**config.mk**
```make
export PLATFORM = sky130hd
export DESIGN_NAME = secure_shell_packet_framer_unit
export DESIGN_NICKNAME = d
export VERILOG_FILES = /design/src/rtl/core/sspf_pkg.sv /design/src/rtl/core/sspf_front.sv /design/src/rtl/core/sspf_queue.sv /design/src/rtl/core/sspf_back.sv /design/src/rtl/core/secure_shell_packet_framer_unit.sv
export SDC_FILE = /design/constraint.sdc
export NUM_CORES = 1
export LEC_CHECK = 0
export BUFFER_PORTS_ARGS = -buffer_cell sky130_fd_sc_hd__buf_2
export CAP_MARGIN = 25
export CORE_UTILIZATION = 38
export DETAILED_ROUTE_END_ITERATION = 7
export PLACE_DENSITY = 0.56
export SYNTH_ARGS = -nofsm -noshare
export SYNTH_HDL_FRONTEND = slang
export SYNTH_SLANG_ARGS = --single-unit
```
**constraint.sdc**
```tcl
create_clock -name clk -period 6.7 [get_ports clk]
set_clock_uncertainty 0.2 [all_clocks]
set_input_delay 0.67 -clock clk [delete_from_list [all_inputs] [get_ports clk]]
set_output_delay 0.67 -clock clk [all_outputs]
set_load 0.02 [all_outputs]
```
**src/rtl/core/sspf_pkg.sv**
```systemverilog
// ----------------------------------------------------------------------------
// sspf_pkg: shared types and constants of the SSH packet framer
// Holds the queue entry layout, the entry kind codes and the padding
// generator step used by the front and back parts of the framer.
// ----------------------------------------------------------------------------
package sspf_pkg;

    // Input transaction layout: payload_byte, byte_count, seed, zero fill.
    localparam int IN_TDATA_W  = 56;
    localparam int OUT_TDATA_W = 8;

    // Command queue between the front and the back part.
    localparam int QDEPTH = 4;
    localparam int QPTR_W = 2;
    localparam int QCNT_W = 3;

    // Entry kinds.
    localparam logic [1:0] KIND_ERR   = 2'd0;
    localparam logic [1:0] KIND_FIRST = 2'd1;
    localparam logic [1:0] KIND_NEXT  = 2'd2;

    localparam logic [31:0] PAD_DEFAULT_SEED = 32'h4E59_4E31;
    localparam logic [3:0]  PAD_MIN          = 4'd4;
    localparam logic [3:0]  HDR_LAST         = 4'd4;

    typedef struct packed {
        logic [1:0]  kind;
        logic        last;   // last payload byte of the packet
        logic [7:0]  data;
        logic [11:0] len;
        logic [3:0]  pad;
        logic [31:0] seed;   // zero seed already replaced by the default
    } sspf_entry_t;

    // One xorshift (13,17,5) step.
    function automatic logic [31:0] xorshift_step(input logic [31:0] x);
        logic [31:0] a;
        logic [31:0] b;
        a = x ^ (x << 13);
        b = a ^ (a >> 17);
        return b ^ (b << 5);
    endfunction

endpackage

```
**src/rtl/core/sspf_front.sv**
```systemverilog
// ----------------------------------------------------------------------------
// sspf_front: input side of the SSH packet framer
// Accepts payload transactions, tracks the packet boundary, checks the
// length on a first byte and pushes one classified command per transaction.
// ----------------------------------------------------------------------------
module sspf_front #(
    parameter int MAX_PACKET = 4096
) (
    input  logic                                clk,
    input  logic                                rst_n,
    input  logic                                s_axis_tvalid,
    output logic                                s_axis_tready,
    input  logic [sspf_pkg::IN_TDATA_W-1:0]     s_axis_tdata,
    input  logic                                q_full,
    output logic                                q_push,
    output sspf_pkg::sspf_entry_t               q_entry
);

    localparam logic [12:0] LEN_LIMIT = 13'(MAX_PACKET - 32);

    logic [11:0] bytes_left_reg;
    logic [11:0] bytes_left_next;
    logic [3:0]  pad_reg;
    logic [3:0]  pad_next;

    logic [7:0]  pbyte;
    logic [11:0] plen;
    logic [31:0] sd;
    logic        len_bad;
    logic [2:0]  len_mod;
    logic [3:0]  pad_calc;

    function automatic logic [3:0] PAD_MIN_ADD(input logic [2:0] m);
        logic [2:0] neg;
        neg = 3'(3'd0 - m);
        return 4'(sspf_pkg::PAD_MIN + {1'b0, neg});
    endfunction

    assign s_axis_tready = !q_full;
    assign q_push        = s_axis_tvalid && !q_full;

    assign pbyte = s_axis_tdata[7:0];
    assign plen  = s_axis_tdata[19:8];
    assign sd    = s_axis_tdata[51:20];

    always_comb
    begin
        len_bad  = (plen == 12'd0) || ({1'b0, plen} > LEN_LIMIT);
        // Header and length byte add 5, so pad up from len + 9 modulo 8.
        len_mod  = 3'(plen[2:0] + 3'd1);
        pad_calc = PAD_MIN_ADD(len_mod);

        bytes_left_next = bytes_left_reg;
        pad_next        = pad_reg;
        q_entry.kind    = sspf_pkg::KIND_NEXT;
        q_entry.last    = 1'b0;
        q_entry.data    = pbyte;
        q_entry.len     = plen;
        q_entry.pad     = pad_reg;
        q_entry.seed    = (sd == 32'd0) ? sspf_pkg::PAD_DEFAULT_SEED : sd;

        if (bytes_left_reg == 12'd0)
        begin
            if (len_bad)
            begin
                q_entry.kind = sspf_pkg::KIND_ERR;
            end
            else
            begin
                q_entry.kind    = sspf_pkg::KIND_FIRST;
                q_entry.last    = (plen == 12'd1);
                q_entry.pad     = pad_calc;
                bytes_left_next = 12'(plen - 12'd1);
                pad_next        = pad_calc;
            end
        end
        else
        begin
            q_entry.last    = (bytes_left_reg == 12'd1);
            bytes_left_next = 12'(bytes_left_reg - 12'd1);
        end
    end

    always_ff @(posedge clk or negedge rst_n)
    begin
        if (!rst_n)
        begin
            bytes_left_reg <= 12'd0;
            pad_reg        <= 4'd0;
        end
        else if (q_push)
        begin
            bytes_left_reg <= bytes_left_next;
            pad_reg        <= pad_next;
        end
    end

endmodule

```
**src/rtl/core/sspf_queue.sv**
```systemverilog
// ----------------------------------------------------------------------------
// sspf_queue: command queue of the SSH packet framer
// A short first-in first-out buffer that decouples the front and back parts.
// ----------------------------------------------------------------------------
module sspf_queue (
    input  logic                    clk,
    input  logic                    rst_n,
    input  logic                    push,
    input  sspf_pkg::sspf_entry_t   push_entry,
    input  logic                    pop,
    output logic                    full,
    output logic                    head_valid,
    output sspf_pkg::sspf_entry_t   head_entry
);

    sspf_pkg::sspf_entry_t slot_reg [sspf_pkg::QDEPTH];

    logic [sspf_pkg::QPTR_W-1:0] wr_ptr_reg;
    logic [sspf_pkg::QPTR_W-1:0] rd_ptr_reg;
    logic [sspf_pkg::QCNT_W-1:0] count_reg;
    logic [sspf_pkg::QCNT_W-1:0] count_next;
    logic                        do_push;
    logic                        do_pop;

    assign full       = (count_reg == sspf_pkg::QCNT_W'(sspf_pkg::QDEPTH));
    assign head_valid = (count_reg != '0);
    assign head_entry = slot_reg[rd_ptr_reg];
    assign do_push    = push && !full;
    assign do_pop     = pop && head_valid;

    always_comb
    begin
        count_next = count_reg;
        if (do_push && !do_pop)
        begin
            count_next = sspf_pkg::QCNT_W'(count_reg + 1'b1);
        end
        else if (do_pop && !do_push)
        begin
            count_next = sspf_pkg::QCNT_W'(count_reg - 1'b1);
        end
    end

    always_ff @(posedge clk or negedge rst_n)
    begin
        if (!rst_n)
        begin
            wr_ptr_reg <= '0;
            rd_ptr_reg <= '0;
            count_reg  <= '0;
        end
        else
        begin
            count_reg <= count_next;
            if (do_push)
            begin
                wr_ptr_reg <= sspf_pkg::QPTR_W'(wr_ptr_reg + 1'b1);
            end
            if (do_pop)
            begin
                rd_ptr_reg <= sspf_pkg::QPTR_W'(rd_ptr_reg + 1'b1);
            end
        end
    end

    always_ff @(posedge clk)
    begin
        if (do_push)
        begin
            slot_reg[wr_ptr_reg] <= push_entry;
        end
    end

endmodule

```
**src/rtl/core/sspf_back.sv**
```systemverilog
// ----------------------------------------------------------------------------
// sspf_back: output sequencer of the SSH packet framer
// Expands each queued command into header, payload and padding bytes and
// holds them in the output register until the sink takes them.
// ----------------------------------------------------------------------------
module sspf_back (
    input  logic                                clk,
    input  logic                                rst_n,
    input  logic                                head_valid,
    input  sspf_pkg::sspf_entry_t               head_entry,
    output logic                                q_pop,
    output logic                                m_axis_tvalid,
    input  logic                                m_axis_tready,
    output logic [sspf_pkg::OUT_TDATA_W-1:0]    m_axis_tdata,
    output logic                                m_axis_tlast,
    output logic [0:0]                          m_axis_tuser
);

    localparam logic [1:0] PH_NEW = 2'd0;
    localparam logic [1:0] PH_HDR = 2'd1;
    localparam logic [1:0] PH_PAY = 2'd2;
    localparam logic [1:0] PH_PAD = 2'd3;

    logic [1:0]  phase_reg;
    logic [1:0]  phase_next;
    logic [3:0]  cnt_reg;
    logic [3:0]  cnt_next;
    logic [31:0] rng_reg;
    logic [31:0] rng_next;
    logic        valid_reg;
    logic        valid_next;
    logic [7:0]  byte_reg;
    logic [7:0]  byte_next;
    logic        last_reg;
    logic        last_next;
    logic        bad_reg;
    logic        bad_next;

    logic        step;
    logic        emit_payload;
    logic [12:0] plen;
    logic [31:0] rng_step;

    assign m_axis_tvalid   = valid_reg;
    assign m_axis_tdata    = byte_reg;
    assign m_axis_tlast    = last_reg;
    assign m_axis_tuser[0] = bad_reg;

    assign step     = head_valid && (!valid_reg || m_axis_tready);
    // Packet length is below 2^13, so its two upper bytes are zero.
    assign plen     = 13'(13'd1 + {1'b0, head_entry.len} + {9'd0, head_entry.pad});
    assign rng_step = sspf_pkg::xorshift_step(rng_reg);

    always_comb
    begin
        phase_next   = phase_reg;
        cnt_next     = cnt_reg;
        rng_next     = rng_reg;
        valid_next   = valid_reg && !m_axis_tready;
        byte_next    = byte_reg;
        last_next    = last_reg;
        bad_next     = bad_reg;
        q_pop        = 1'b0;
        emit_payload = 1'b0;

        if (step)
        begin
            valid_next = 1'b1;
            byte_next  = 8'd0;
            last_next  = 1'b0;
            bad_next   = 1'b0;
            unique case (phase_reg)
                PH_NEW:
                begin
                    unique case (head_entry.kind)
                        sspf_pkg::KIND_ERR:
                        begin
                            bad_next = 1'b1;
                            q_pop    = 1'b1;
                        end
                        sspf_pkg::KIND_FIRST:
                        begin
                            // First length byte is always zero.
                            cnt_next   = 4'd1;
                            phase_next = PH_HDR;
                            rng_next   = head_entry.seed;
                        end
                        default:
                        begin
                            emit_payload = 1'b1;
                        end
                    endcase
                end
                PH_HDR:
                begin
                    case (cnt_reg)
                        4'd2:    byte_next = {3'd0, plen[12:8]};
                        4'd3:    byte_next = plen[7:0];
                        4'd4:    byte_next = {4'd0, head_entry.pad};
                        default: byte_next = 8'd0;
                    endcase
                    if (cnt_reg == sspf_pkg::HDR_LAST)
                    begin
                        phase_next = PH_PAY;
                    end
                    else
                    begin
                        cnt_next = 4'(cnt_reg + 4'd1);
                    end
                end
                PH_PAY:
                begin
                    emit_payload = 1'b1;
                end
                default:
                begin
                    byte_next = rng_step[7:0];
                    rng_next  = rng_step;
                    cnt_next  = 4'(cnt_reg - 4'd1);
                    if (cnt_reg == 4'd1)
                    begin
                        last_next  = 1'b1;
                        q_pop      = 1'b1;
                        phase_next = PH_NEW;
                    end
                end
            endcase

            if (emit_payload)
            begin
                byte_next = head_entry.data;
                if (head_entry.last)
                begin
                    phase_next = PH_PAD;
                    cnt_next   = head_entry.pad;
                end
                else
                begin
                    q_pop      = 1'b1;
                    phase_next = PH_NEW;
                end
            end
        end
    end

    always_ff @(posedge clk or negedge rst_n)
    begin
        if (!rst_n)
        begin
            phase_reg <= PH_NEW;
            cnt_reg   <= 4'd0;
            valid_reg <= 1'b0;
        end
        else
        begin
            phase_reg <= phase_next;
            cnt_reg   <= cnt_next;
            valid_reg <= valid_next;
        end
    end

    always_ff @(posedge clk)
    begin
        rng_reg  <= rng_next;
        byte_reg <= byte_next;
        last_reg <= last_next;
        bad_reg  <= bad_next;
    end

endmodule

```
**src/rtl/core/secure_shell_packet_framer_unit.sv**
```systemverilog
// Path: an accepted payload transaction goes through the command queue to the back sequencer and its output register.
// Throughput: one payload byte per cycle inside a packet while the queue holds entries and the
// sink takes bytes; the first byte of a packet is preceded by five header bytes, and the last
// byte is followed by its padding bytes (4 to 11).
// Reset: rst_n clears the packet tracking, the command queue and the output valid.
// ----------------------------------------------------------------------------
// secure_shell_packet_framer_unit: SSH binary packet framer, sender side
// Frames a payload byte stream into the unencrypted SSH binary packet layout:
// a 4-byte big-endian packet length, a padding-length byte, the payload and
// 4 to 11 xorshift padding bytes so the frame is a multiple of 8 bytes.
// ----------------------------------------------------------------------------
module secure_shell_packet_framer_unit #(
    parameter int MAX_PACKET = 4096
) (
    input  logic                                clk,
    input  logic                                rst_n,
    // Input transaction: one payload byte; length and seed are read on the
    // first byte of a packet only.
    input  logic                                s_axis_tvalid,
    output logic                                s_axis_tready,
    // tdata from bit 0: payload_byte[7:0], byte_count[19:8], seed[51:20],
    // zero fill [55:52].
    input  logic [sspf_pkg::IN_TDATA_W-1:0]     s_axis_tdata,
    // Output transaction: one byte of the framed packet.
    output logic                                m_axis_tvalid,
    input  logic                                m_axis_tready,
    // tdata from bit 0: out_byte[7:0].
    output logic [sspf_pkg::OUT_TDATA_W-1:0]    m_axis_tdata,
    // tlast: end_of_packet, high on the final padding byte.
    output logic                                m_axis_tlast,
    // tuser from bit 0: bad_length[0], high on a rejected length transaction.
    output logic [0:0]                          m_axis_tuser
);

    // The front part classifies each accepted transaction as a rejected
    // length, the first byte of a packet or a following byte, and it
    // tracks how many payload bytes of the packet are still to come.
    sspf_pkg::sspf_entry_t push_entry;
    sspf_pkg::sspf_entry_t head_entry;
    logic                  q_push;
    logic                  q_pop;
    logic                  q_full;
    logic                  head_valid;

    sspf_front #(
        .MAX_PACKET (MAX_PACKET)
    ) u_front (
        .clk           (clk),
        .rst_n         (rst_n),
        .s_axis_tvalid (s_axis_tvalid),
        .s_axis_tready (s_axis_tready),
        .s_axis_tdata  (s_axis_tdata),
        .q_full        (q_full),
        .q_push        (q_push),
        .q_entry       (push_entry)
    );

    // The queue lets the input keep flowing while the back part spends
    // extra cycles on header and padding bytes.
    sspf_queue u_queue (
        .clk        (clk),
        .rst_n      (rst_n),
        .push       (q_push),
        .push_entry (push_entry),
        .pop        (q_pop),
        .full       (q_full),
        .head_valid (head_valid),
        .head_entry (head_entry)
    );

    // The back part walks each command through its output bytes and
    // releases the queue entry with the last byte that the command causes.
    sspf_back u_back (
        .clk           (clk),
        .rst_n         (rst_n),
        .head_valid    (head_valid),
        .head_entry    (head_entry),
        .q_pop         (q_pop),
        .m_axis_tvalid (m_axis_tvalid),
        .m_axis_tready (m_axis_tready),
        .m_axis_tdata  (m_axis_tdata),
        .m_axis_tlast  (m_axis_tlast),
        .m_axis_tuser  (m_axis_tuser)
    );

endmodule

```
==> impl_metrics.csv, run 1 <==
group,metric,value,unit
setup_path,crit_chain,"buf_4 > mux4_2 > ha_1 > nor2b_1 > o21a_1 > or2_2 > xnor2_1 > o32a_1 > o21ai_1",
layout,nFillCells,3228,
clock_network,cts_tree,"done",
clock_network,cts_setup_buffers,0,
timing,min_period,4160,ps
clock_network,cts_buffer_depth,3,
power_and_ir_drop,p_clk_share,22.1,%
synth,synth_top_area_cell,"edfxtp_1",
status,status,"complete, but fails checks",
timing,hold_ws,60.4,ps
synth,yosysSeqAreaShare,65.7,%
grt,gr-total-overflow,0,
synth,ys.warnings.count,0,
timing,setup_tns,0,ps
clock_network,clk_latency,510,ps
power_and_ir_drop,p_seq_share,39.1,%
status,violations,"design-rule violations",
layout,stdcell_area,15700,um^2
power_and_ir_drop,powerDensity,516,nW/um^2
layout,drive_gt1_share,25.2,%
place,place_hpwl,18700,um
layout,fin_nets,1026,
clock_network,cts.clk_slew.worst_paths,60,ps
synth,synth_edf_count,278,
setup_path,cp_slowest_stage_delay,970,ps
clock_network,cts_max_level,2,
setup_path,worst-path-buf-inv,1,
layout,layoutNonFillerInstCount,1425,
timing,worst_pin_slew,967,ps
setup_path,cp.arrival,4200,ps
clock_network,cts_buffers,34,
layout,multi_input_area,4430,um^2
power_and_ir_drop,p_int,5.25,mW
grt,grt_pass1_wl,45700,um
route,first_pass_iters,6,
grt,antenna_found_initial,1,
timing,fmax,0.241,GHz
setup_path,critPathTopFamily,"flip-flops",
setup_path,startpoint_type,"flop",
route,drc,4,
setup_path,worst-endpoint-required,6740,ps
worst_hold_path,hold_path_class,"input port to async pin",
route,wl_per_cell,20.7,um
synth,yosysMostFrequentCell,"edfxtp_1",
clock_network,cts_resized,0,
floorplanning,core_area,35700,um^2
timing,rsz0062_at_grt,"false",
timing,final.period_utilization,62.0,%
clock_network,cts_root_buf,"clkbuf_16",
floorplanning,die_w,193,um
synth,ys_types,74,
power_and_ir_drop,combPwrFrac,38.8,%
synth,syn_nets,964,
route,vias_per_cell,5.22,
floorplanning,row_count,69,
synth,synthTopCellsByArea,"edfxtp_1, mux4_2, dfrtp_1, xnor2_1, ha_1",
synth,ys_ff_latch,308,
route,first_iter_violations,546,
synth,netlist_instances,878,
floorplanning,io_pins,72,
grt,grt_max_degree,61,
place,place_inst,1365,
route,wirelength,29500,um
route,vias,7434,
timing,maxSlewHeadroom,35.5,%
setup_path,cp-end-kind,"flop",
run,drv_cap,0,
layout,areaGrowthSynthToFinish,13.3,%
layout,antenna_cells,0,
timing,slew_violations,0,
timing,setup_violations,0,
place,io_buffers,67,
place,placed_cell_area,14600,um^2
synth,synth_common_cells,"edfxtp_1, mux4_2, xnor2_1",
power_and_ir_drop,peakVddDrop,190,uV
clock_network,cts.sink_count,308,
grt,grt.total_usage,16.5,%
clock_network,ctsHoldBuffers,0,
synth,syn_area,13800,um^2
synth,synth.top_cell.area_share,60.3,%
floorplanning,dieArea,37200,um^2
route,ant_nets,0,
power_and_ir_drop,p_sw_share,35.1,%
timing,finalHoldViolations,0,
floorplanning,start_util,38.7,%
grt,grt_pass1_vias,7537,
place,gp_congestion,0.814,
synth,syn-mean-instance-area,15.8,um^2
setup_path,worst-path-max-fanout,39,
synth,synth-async-reset-ratio,9.74,%
setup_path,crit_type,"flop to flop",
synth,synth_flop_cell,"edfxtp_1",
setup_path,critical_path.slowest_cell,"dfrtp_4",
power_and_ir_drop,power.leakage,5.36,nW
layout,fin_util,43.9,%
floorplanning,fp.dieH,193,um
layout,regArea,9100,um^2
power_and_ir_drop,p_switching,2.84,mW
layout,largest_reg_flops,236,
==> worst paths after layout <==
kind,startpoint,to,slack [ps],cells after the start
min,rst_n,u_queue.count_reg[1]$_DFFE_PN0P_,60,1
max,u_queue.rd_ptr_reg[0]$_DFFE_PN0P_,u_back.m_axis_tdata[4]$_DFFE_PP_,2540,9
max reg2reg,u_queue.rd_ptr_reg[0]$_DFFE_PN0P_,u_back.m_axis_tdata[4]$_DFFE_PP_,2540,9
min reg2reg,u_front.pad_reg[2]$_DFFE_PN0P_,u_front.pad_reg[2]$_DFFE_PN0P_,280,1
max in group asynchronous,rst_n,u_queue.rd_ptr_reg[0]$_DFFE_PN0P_,5650,1
min in group clk,s_axis_tdata[0],u_queue.slot_reg[0][48]$_DFFE_PP_,180,1
==> routing by layer <==
layer	part of all wire [%]	routed length (um)	track usage (%)
met5	0.034	10	0
met4	1.8	544	4.12
met3	4.7	1380	2.98
met2	44	13100	24.5
met1	49	14500	24.9
==> power groups by stage <==
stage	registers (mW)	logic (mW)	clock network, mW
2_1_floorplan	3.07	2.47	0
3_3_place_gp	3.19	3.16	0
3_5_place_dp	3.20	3.18	0
4_1_cts	3.17	3.20	1.83
5_1_grt	3.23	3.46	1.91
6_report	3.16	3.14	1.79
==> kinds of logic after synthesis <==
kind of cell,share of synthesized area (%)
flip-flops,65.7
buffers and inverters,2.41
AO/OA/AOI/OAI,5.99
adder cells (fa/ha/maj),2.46
multiplexers,11.4
AND/OR/NAND/NOR,6.69
XOR/XNOR,5.38
==> final cells by class <==
| cell class | count | share of cell area, % |
|---|---|---|
| Timing Repair Buffer | 76 | 2.57 |
| Tap cell | 461 | 3.68 |
| Inverter | 28 | 0.670 |
| Clock buffer | 43 | 5.90 |
| Multi-Input combinational cell | 492 | 28.3 |
| Clock inverter | 17 | 0.854 |
| Sequential cell | 308 | 58.1 |
==> through the flow <==
stage                     power, mW  worst slack [ps]
after detailed placement       6.38              2450
final                          8.09              2540
after global placement         6.35              2470
after CTS                      8.20              2430
after floorplan                5.54              2330
after global routing           8.60              2230
==> worst register-to-register path: stages, from the launching register on <==
cell	delay (ps)
dfrtp_4	970
buf_4	580
mux4_2	660
ha_1	370
nor2b_1	150
o21a_1	220
or2_2	310
xnor2_1	160
o32a_1	200
o21ai_1	80
==> layout by cell type, fill, tap and decap left out, types with 12 or more instances in the layout <==
| cell | instances |
|---|---|
| a21oi_1 | 18 |
| buf_2 | 67 |
| clkbuf_16 | 35 |
| dfrtp_1 | 28 |
| edfxtp_1 | 278 |
| ha_1 | 23 |
| inv_1 | 25 |
| mux4_2 | 59 |
| nand2_1 | 55 |
| nor2_1 | 38 |
| nor4_1 | 12 |
| o21ai_1 | 40 |
| or2_2 | 18 |
| xnor2_1 | 56 |
| xor2_1 | 29 |
(Power assumes the default switching activity.)
==> run 2: changes to the inputs <==
- ABC_AREA: not set -> 1
- PLACE_DENSITY: 0.56 -> 0.58
- clock period: 6.7 -> 3.61 ns (I/O delays scaled with it)
==> run 2 against run 1 <==
Compared with the run above:
- fmax rose by 27%
- worst setup slack lost 2200 ps
- the flow now finishes without violations
- die area rose by 2.8%
- critical endpoint is now u_back.m_axis_tdata[2]$_DFFE_PP_
- routed wire length increased by 11%
- design area increased by 6.2%
- count of clock-buffer cells in the layout is 5 lower
- utilization is 1.4 points higher
- highest routed layer is now met4
==> impl_metrics.csv, run 2 <==
group,metric,value,unit
status,status,"completed",
setup_path,worst-endpoint-required,3780,ps
setup_path,crit_top_cell,"nand2_1",
setup_path,cp-end-kind,"flop",
synth,syn-mean-instance-area,11.1,um^2
power_and_ir_drop,peakVddDrop,349,uV
power_and_ir_drop,powerDensity,960,nW/um^2
floorplanning,row_count,70,
synth,synth_edf_count,278,
timing,finalHoldViolations,0,
route,vias_per_cell,5.08,
route,wirelength,32900,um
synth,netlist_instances,1280,
route,vias,9509,
timing,maxSlewHeadroom,36.4,%
timing,setup_violations,0,
setup_path,crit_chain,"clkinv_2 > nand2_1 > a32oi_1 > inv_1 > fa_1 > o21ai_0 > nand2_2 > nor2_4 > nand2_1 > nand2_1 > nand3_1 > nand2_1 > nand2_1 > a21oi_2",
floorplanning,start_util,38.7,%
place,io_buffers,67,
grt,grt.total_usage,17.6,%
layout,largest_reg_flops,236,
route,ant_nets,0,
timing,fmax,0.307,GHz
power_and_ir_drop,p_int,9.74,mW
setup_path,cp_slowest_stage_delay,570,ps
power_and_ir_drop,p_clk_share,21.6,%
layout,stdcell_area,16700,um^2
route,first_iter_violations,577,
clock_network,cts.sink_count,308,
synth,synth_flop_cell,"edfxtp_1",
layout,regArea,9100,um^2
synth,syn_area,14200,um^2
clock_network,cts_tree,"done",
power_and_ir_drop,combPwrFrac,42.6,%
layout,fin_nets,1466,
layout,nFillCells,3451,
power_and_ir_drop,p_sw_share,39.1,%
timing,final.period_utilization,90.3,%
floorplanning,die_w,196,um
place,placed_cell_area,15100,um^2
route,drc,0,
setup_path,startpoint_type,"flop",
power_and_ir_drop,p_seq_share,35.7,%
layout,mostFrequentLayoutCell,"edfxtp_1",
clock_network,cts_max_level,2,
synth,ys_ff_latch,308,
floorplanning,io_pins,72,
power_and_ir_drop,p_switching,6.25,mW
synth,yosysSeqAreaShare,63.9,%
grt,gr-total-overflow,0,
synth,synth_top_area_cell,"edfxtp_1",
floorplanning,fp.dieH,196,um
power_and_ir_drop,total_power,16.0,mW
setup_path,critPathTopFamily,"compound AO/OA/AOI/OAI gates",
layout,areaGrowthSynthToFinish,16.9,%
floorplanning,core_area,36800,um^2
synth,synth.top_cell.area_share,58.6,%
layout,mostFrequentLayoutCells,"edfxtp_1, nand2_1, nor2_1, o21ai_0, inv_1",
grt,grt_pass1_vias,9327,
clock_network,cts_buffer_depth,3,
clock_network,clk_latency,520,ps
setup_path,worst-path-max-fanout,17,
setup_path,critical_path.slowest_cell,"dfrtp_4",
worst_hold_path,hold_path_class,"input port to flop",
grt,grt_pass1_wl,52000,um
synth,synth_common_cells,"edfxtp_1, nand2_1, nor2_1",
grt,antenna_found_initial,0,
synth,syn_nets,1366,
route,first_pass_iters,5,
route,wl_per_cell,17.6,um
grt,grt_max_degree,60,
timing,worst_pin_slew,954,ps
setup_path,crit_type,"flop to flop",
setup_path,worst-path-buf-inv,2,
place,place_hpwl,21700,um
clock_network,cts_setup_buffers,0,
power_and_ir_drop,power.leakage,6.19,nW
floorplanning,dieArea,38300,um^2
synth,yosysMostFrequentCell,"edfxtp_1",
setup_path,cp.arrival,3430,ps
synth,ys_types,53,
timing,rsz0062_at_grt,"false",
clock_network,cts_buffers,34,
layout,drive_gt1_share,13.9,%
synth,ys.warnings.count,0,
timing,min_period,3260,ps
run,drv_cap,0,
synth,synthTopCellsByArea,"edfxtp_1, nand2_1, dfrtp_1, o21ai_0, nor2_1",
timing,slew_violations,0,
clock_network,cts_resized,0,
layout,multi_input_area,4510,um^2
clock_network,cts.clk_slew.worst_paths,60,ps
synth,synth-async-reset-ratio,9.74,%
clock_network,cts_root_buf,"clkbuf_16",
layout,antenna_cells,0,
place,gp_congestion,0.814,
[run 2: cell types whose count changed in the layout (fill, tap and decap cells not counted), moves of 34 or more]
cell | before | now
nand3_1 | 4 | 38
mux4_2 | 59 | 0
o21ai_0 | 11 | 128
inv_1 | 25 | 80
o22ai_1 | 6 | 45
nor2_1 | 38 | 128
dlygate4sd3_1 | 0 | 42
nand2_1 | 55 | 223
[run 2: layout make-up]
class / instances / area share, %
Clock buffer: 38 / 5.39
Tap cell: 468 / 3.52
Inverter: 88 / 1.99
Clock inverter: 21 / 1.25
Timing Repair Buffer: 138 / 6.15
Sequential cell: 308 / 54.7
Multi-Input combinational cell: 810 / 27.1
[run 2: metrics by stage]
step / utilization [%] / TNS [ps] / hold WS, ps / instances / worst slack, ps
CTS: 45.3 / 0 / 4.50 / 1871 / 349
global placement: 41.1 / 0 / 271 / 1770 / 373
finish: 45.3 / 0 / 23.3 / 1871 / 350
detailed placement: 41.1 / 0 / 275 / 1770 / 362
floorplan: - / -105520 / -135 / 1280 / -447
global route: 45.3 / 0 / 6.49 / 1871 / 90.3
[run 2: worst paths after layout]
| kind | startpoint | to | slack [ps] | cells past startpoint |
|---|---|---|---|---|
| min in group asynchronous | rst_n | u_back.m_axis_tvalid$_DFF_PN0_ | 280 | 2 |
| worst max-delay path | u_queue.rd_ptr_reg[0]$_DFFE_PN0P_ | u_back.m_axis_tdata[2]$_DFFE_PP_ | 350 | 14 |
| worst max register to register | u_queue.rd_ptr_reg[0]$_DFFE_PN0P_ | u_back.m_axis_tdata[2]$_DFFE_PP_ | 350 | 14 |
| worst min register to register | u_front.bytes_left_reg[10]$_DFFE_PN0P_ | u_front.bytes_left_reg[10]$_DFFE_PN0P_ | 290 | 2 |
| max in group asynchronous | rst_n | u_queue.rd_ptr_reg[0]$_DFFE_PN0P_ | 2320 | 2 |
| worst min-delay path | s_axis_tdata[36] | u_queue.slot_reg[1][16]$_DFFE_PP_ | 20 | 3 |
[run 2: tightest hold or removal path: cells and delay by family]
family	cells	cell delay (ps)
buffers and inverters	2	140
AND/OR/NAND/NOR	1	110
[run 2: cell families (layout without fill, tap and decap cells)]
family,count (synthesis),after routing,synth area share (%)
multiplexers,1,1,0.0791
flip-flops,308,308,63.9
AO/OA/AOI/OAI,259,259,10.4
buffers and inverters,162,285,4.83
adder cells (fa/ha/maj),26,26,2.39
XOR/XNOR,81,81,4.98
AND/OR/NAND/NOR,443,443,13.4
[run 2: power groups by stage]
stage	Sequential, mW	Clock, mW	Combinational (mW)
final	5.71	3.45	6.82
after global routing	5.82	3.67	7.64
after CTS	5.71	3.53	6.88
after detailed placement	5.79	0	6.81
after global placement	5.77	0	6.76
after floorplan	5.77	0	4.98
[run 2: routing by layer]
metal | vias up | wire length (um) | track usage (%)
met2 | 211 | 14700 | 27.8
met3 | 52 | 1650 | 3.21
met5 | - | 0 | 0
met4 | 0 | 569 | 4.32
met1 | 4594 | 15900 | 25.0
li1 | 4652 | - | -
[run 2: timing repair]
action | 4_1_cts | 5_1_grt
setup endpoints to repair | 0 | 0
endpoints found under the hold margin | 191 | 0
hold buffers | 42 | 0
==> run 3: changes to the inputs <==
- CORE_UTILIZATION: 38 -> 55
- GPL_TIMING_DRIVEN: not set -> 1
- PLACE_DENSITY: 0.58 -> 0.78
==> run 3 against run 2 <==
Compared with the run above:
- die area shrank 31%
- hold slack better by 20 ps
- global-route usage is 6.2 points higher
- largest power group unchanged
- sequential power barely moved
- design area shrank 1.7%
- power decreased by 2.6%
==> impl_metrics.csv, run 3 (synthesized netlist as in run 2, its figures left out) <==
group,metric,value,unit
status,status,"completed",
clock_network,cts_buffers,30,
power_and_ir_drop,p_switching,6.15,mW
setup_path,cp-startpoint,"u_queue.rd_ptr_reg[0]$_DFFE_PN0P_",
timing,final.period_utilization,91.1,%
route,vias_per_cell,5.62,
floorplanning,io_pins,72,
route,drc,0,
grt,grt_use_met2,39.2,%
setup_path,worst-endpoint-required,3840,ps
setup_path,crit_type,"flop to flop",
worst_hold_path,hold_start,"s_axis_tdata[34]",
grt,grt_pass1_wl,48800,um
setup_path,rrSetupSlack,320,ps
timing,worst_pin_slew,933,ps
power_and_ir_drop,p_clk_share,19.4,%
setup_path,endpoint,"u_queue.count_reg[1]$_DFFE_PN0P_",
power_and_ir_drop,total_power,15.6,mW
power_and_ir_drop,p_sw_share,39.5,%
timing,finalHoldViolations,0,
clock_network,cts.clk_slew.worst_paths,60,ps
route,first_pass_iters,5,
setup_path,r2r-start,"u_queue.rd_ptr_reg[0]$_DFFE_PN0P_",
place,gp_congestion,0.871,
timing,setup_violations,0,
power_and_ir_drop,powerDensity,952,nW/um^2
clock_network,cts_root_buf,"clkbuf_16",
route,ant_nets,0,
power_and_ir_drop,peakVddDrop,506,uV
power_and_ir_drop,power.leakage,6.11,nW
floorplanning,die_w,163,um
setup_path,r2r-end,"u_queue.count_reg[1]$_DFFE_PN0P_",
layout,nFillCells,1886,
timing,maxSlewHeadroom,37.8,%
grt,grt_pass1_vias,9606,
floorplanning,fp.dieH,163,um
route,wl_per_cell,18.0,um
floorplanning,start_util,56.2,%
layout,antenna_cells,0,
setup_path,worst-path-max-fanout,51,
place,io_buffers,67,
timing,rsz0062_at_grt,"false",
clock_network,cts.sink_count,308,
place,place_hpwl,19300,um
timing,min_period,3290,ps
timing,slew_violations,0,
power_and_ir_drop,p_seq_share,36.7,%
timing,fmax,0.304,GHz
grt,gr-total-overflow,0,
worst_hold_path,hold_path_class,"input port to flop",
layout,mostFrequentLayoutCell,"edfxtp_1",
floorplanning,row_count,58,
setup_path,cp-end-kind,"flop",
route,first_iter_violations,935,
layout,mostFrequentLayoutCells,"edfxtp_1, nand2_1, nor2_1, o21ai_0, inv_1",
setup_path,worstRegToRegCells,15,
grt,grtUsageMet1,32.3,%
clock_network,cts_setup_buffers,0,
floorplanning,dieArea,26500,um^2
run,drv_cap,0,
layout,areaGrowthSynthToFinish,14.9,%
clock_network,cts_buffer_depth,3,
grt,antenna_found_initial,0,
grt,grt.total_usage,23.7,%
layout,largest_reg_flops,236,
timing,setup_tns,0,ps
clock_network,cts_max_level,1,
grt,use_met3,3.49,%
grt,grt_busiest_layer,"met2",
route,vias,9730,
timing,hold_ws,43.5,ps
layout,drive_gt1_share,12.9,%
setup_path,startpoint_type,"flop",
grt,grt_max_degree,60,
setup_path,cp.arrival,3520,ps
floorplanning,core_area,25300,um^2
clock_network,cts_tree,"done",
power_and_ir_drop,p_int,9.42,mW
layout,fin_nets,1464,
power_and_ir_drop,combPwrFrac,43.9,%
clock_network,clk_latency,570,ps
route,wirelength,31200,um
==> run 3: timing repair <==
action | CTS | global route
resized for setup | 0 | 1
hold buffers | 51 | 0
hold endpoints to repair | 227 | 0
endpoints found under the setup margin | 0 | 1
==> run 3: per-layer routing <==
metal  wire (um)  vias to the layer above
met5           0                        -
met3        2220                       66
met2       14700                      379
li1            -                     4648
met1       13500                     4637
met4         765                        0
==> run 3: power groups by stage <==
stage	clock, mW	combinational, mW	sequential, mW
2_1_floorplan	0	4.98	5.77
3_3_place_gp	0	6.50	5.73
3_5_place_dp	0	6.72	5.76
4_1_cts	3.07	6.81	5.70
5_1_grt	3.21	7.59	5.78
6_report	3.03	6.84	5.71
==> run 3: critical path, cell delays in order (launching register included) <==
cell      delay (ps)
dfrtp_4          440
buf_12           220
buf_4            360
nand2_1           90
nand3_1           90
nand2_1          100
nand2_1           70
nand2_1           70
inv_2            150
nand2_1          120
o211ai_2         120
nand2_2          110
ha_1             190
inv_1            100
fa_1             410
mux2_2           260
==> run 3: worst min-delay path by stage <==
stage,end,slack [ps],depth (start not counted)
after detailed placement,u_front.bytes_left_reg[10]$_DFFE_PN0P_,280,2
after floorplan,u_back.cnt_reg[0]$_DFFE_PN0P_,-130,0
final,u_queue.slot_reg[1][14]$_DFFE_PP_,40,3
after global routing,u_queue.slot_reg[1][14]$_DFFE_PP_,40,3
after global placement,u_front.pad_reg[3]$_DFFE_PN0P_,270,2
after CTS,u_queue.slot_reg[1][14]$_DFFE_PP_,5,3
==> run 3: stage by stage <==
| step | util (%) | worst slack (ps) | std cells | instance area, um^2 |
|---|---|---|---|---|
| final | 64.6 | 322 | 1730 | 16400 |
| after floorplan | - | -447 | 1280 | 14200 |
| after CTS | 64.6 | 311 | 1730 | 16400 |
| after detailed placement | 58.8 | 340 | 1625 | 14900 |
| after global placement | 58.8 | 351 | 1625 | 14900 |
| after global routing | 64.6 | 163 | 1730 | 16400 |
==> run 3: final cells by class <==
| cell class | count | area, um^2 | area share (%) |
|---|---|---|---|
| Inverter | 88 | 332 | 2.03 |
| Clock inverter | 13 | 171 | 1.05 |
| Tap cell | 330 | 413 | 2.52 |
| Multi-Input combinational cell | 810 | 4510 | 27.5 |
| Clock buffer | 41 | 792 | 4.84 |
| Timing Repair Buffer | 140 | 1050 | 6.41 |
| Sequential cell | 308 | 9100 | 55.6 |
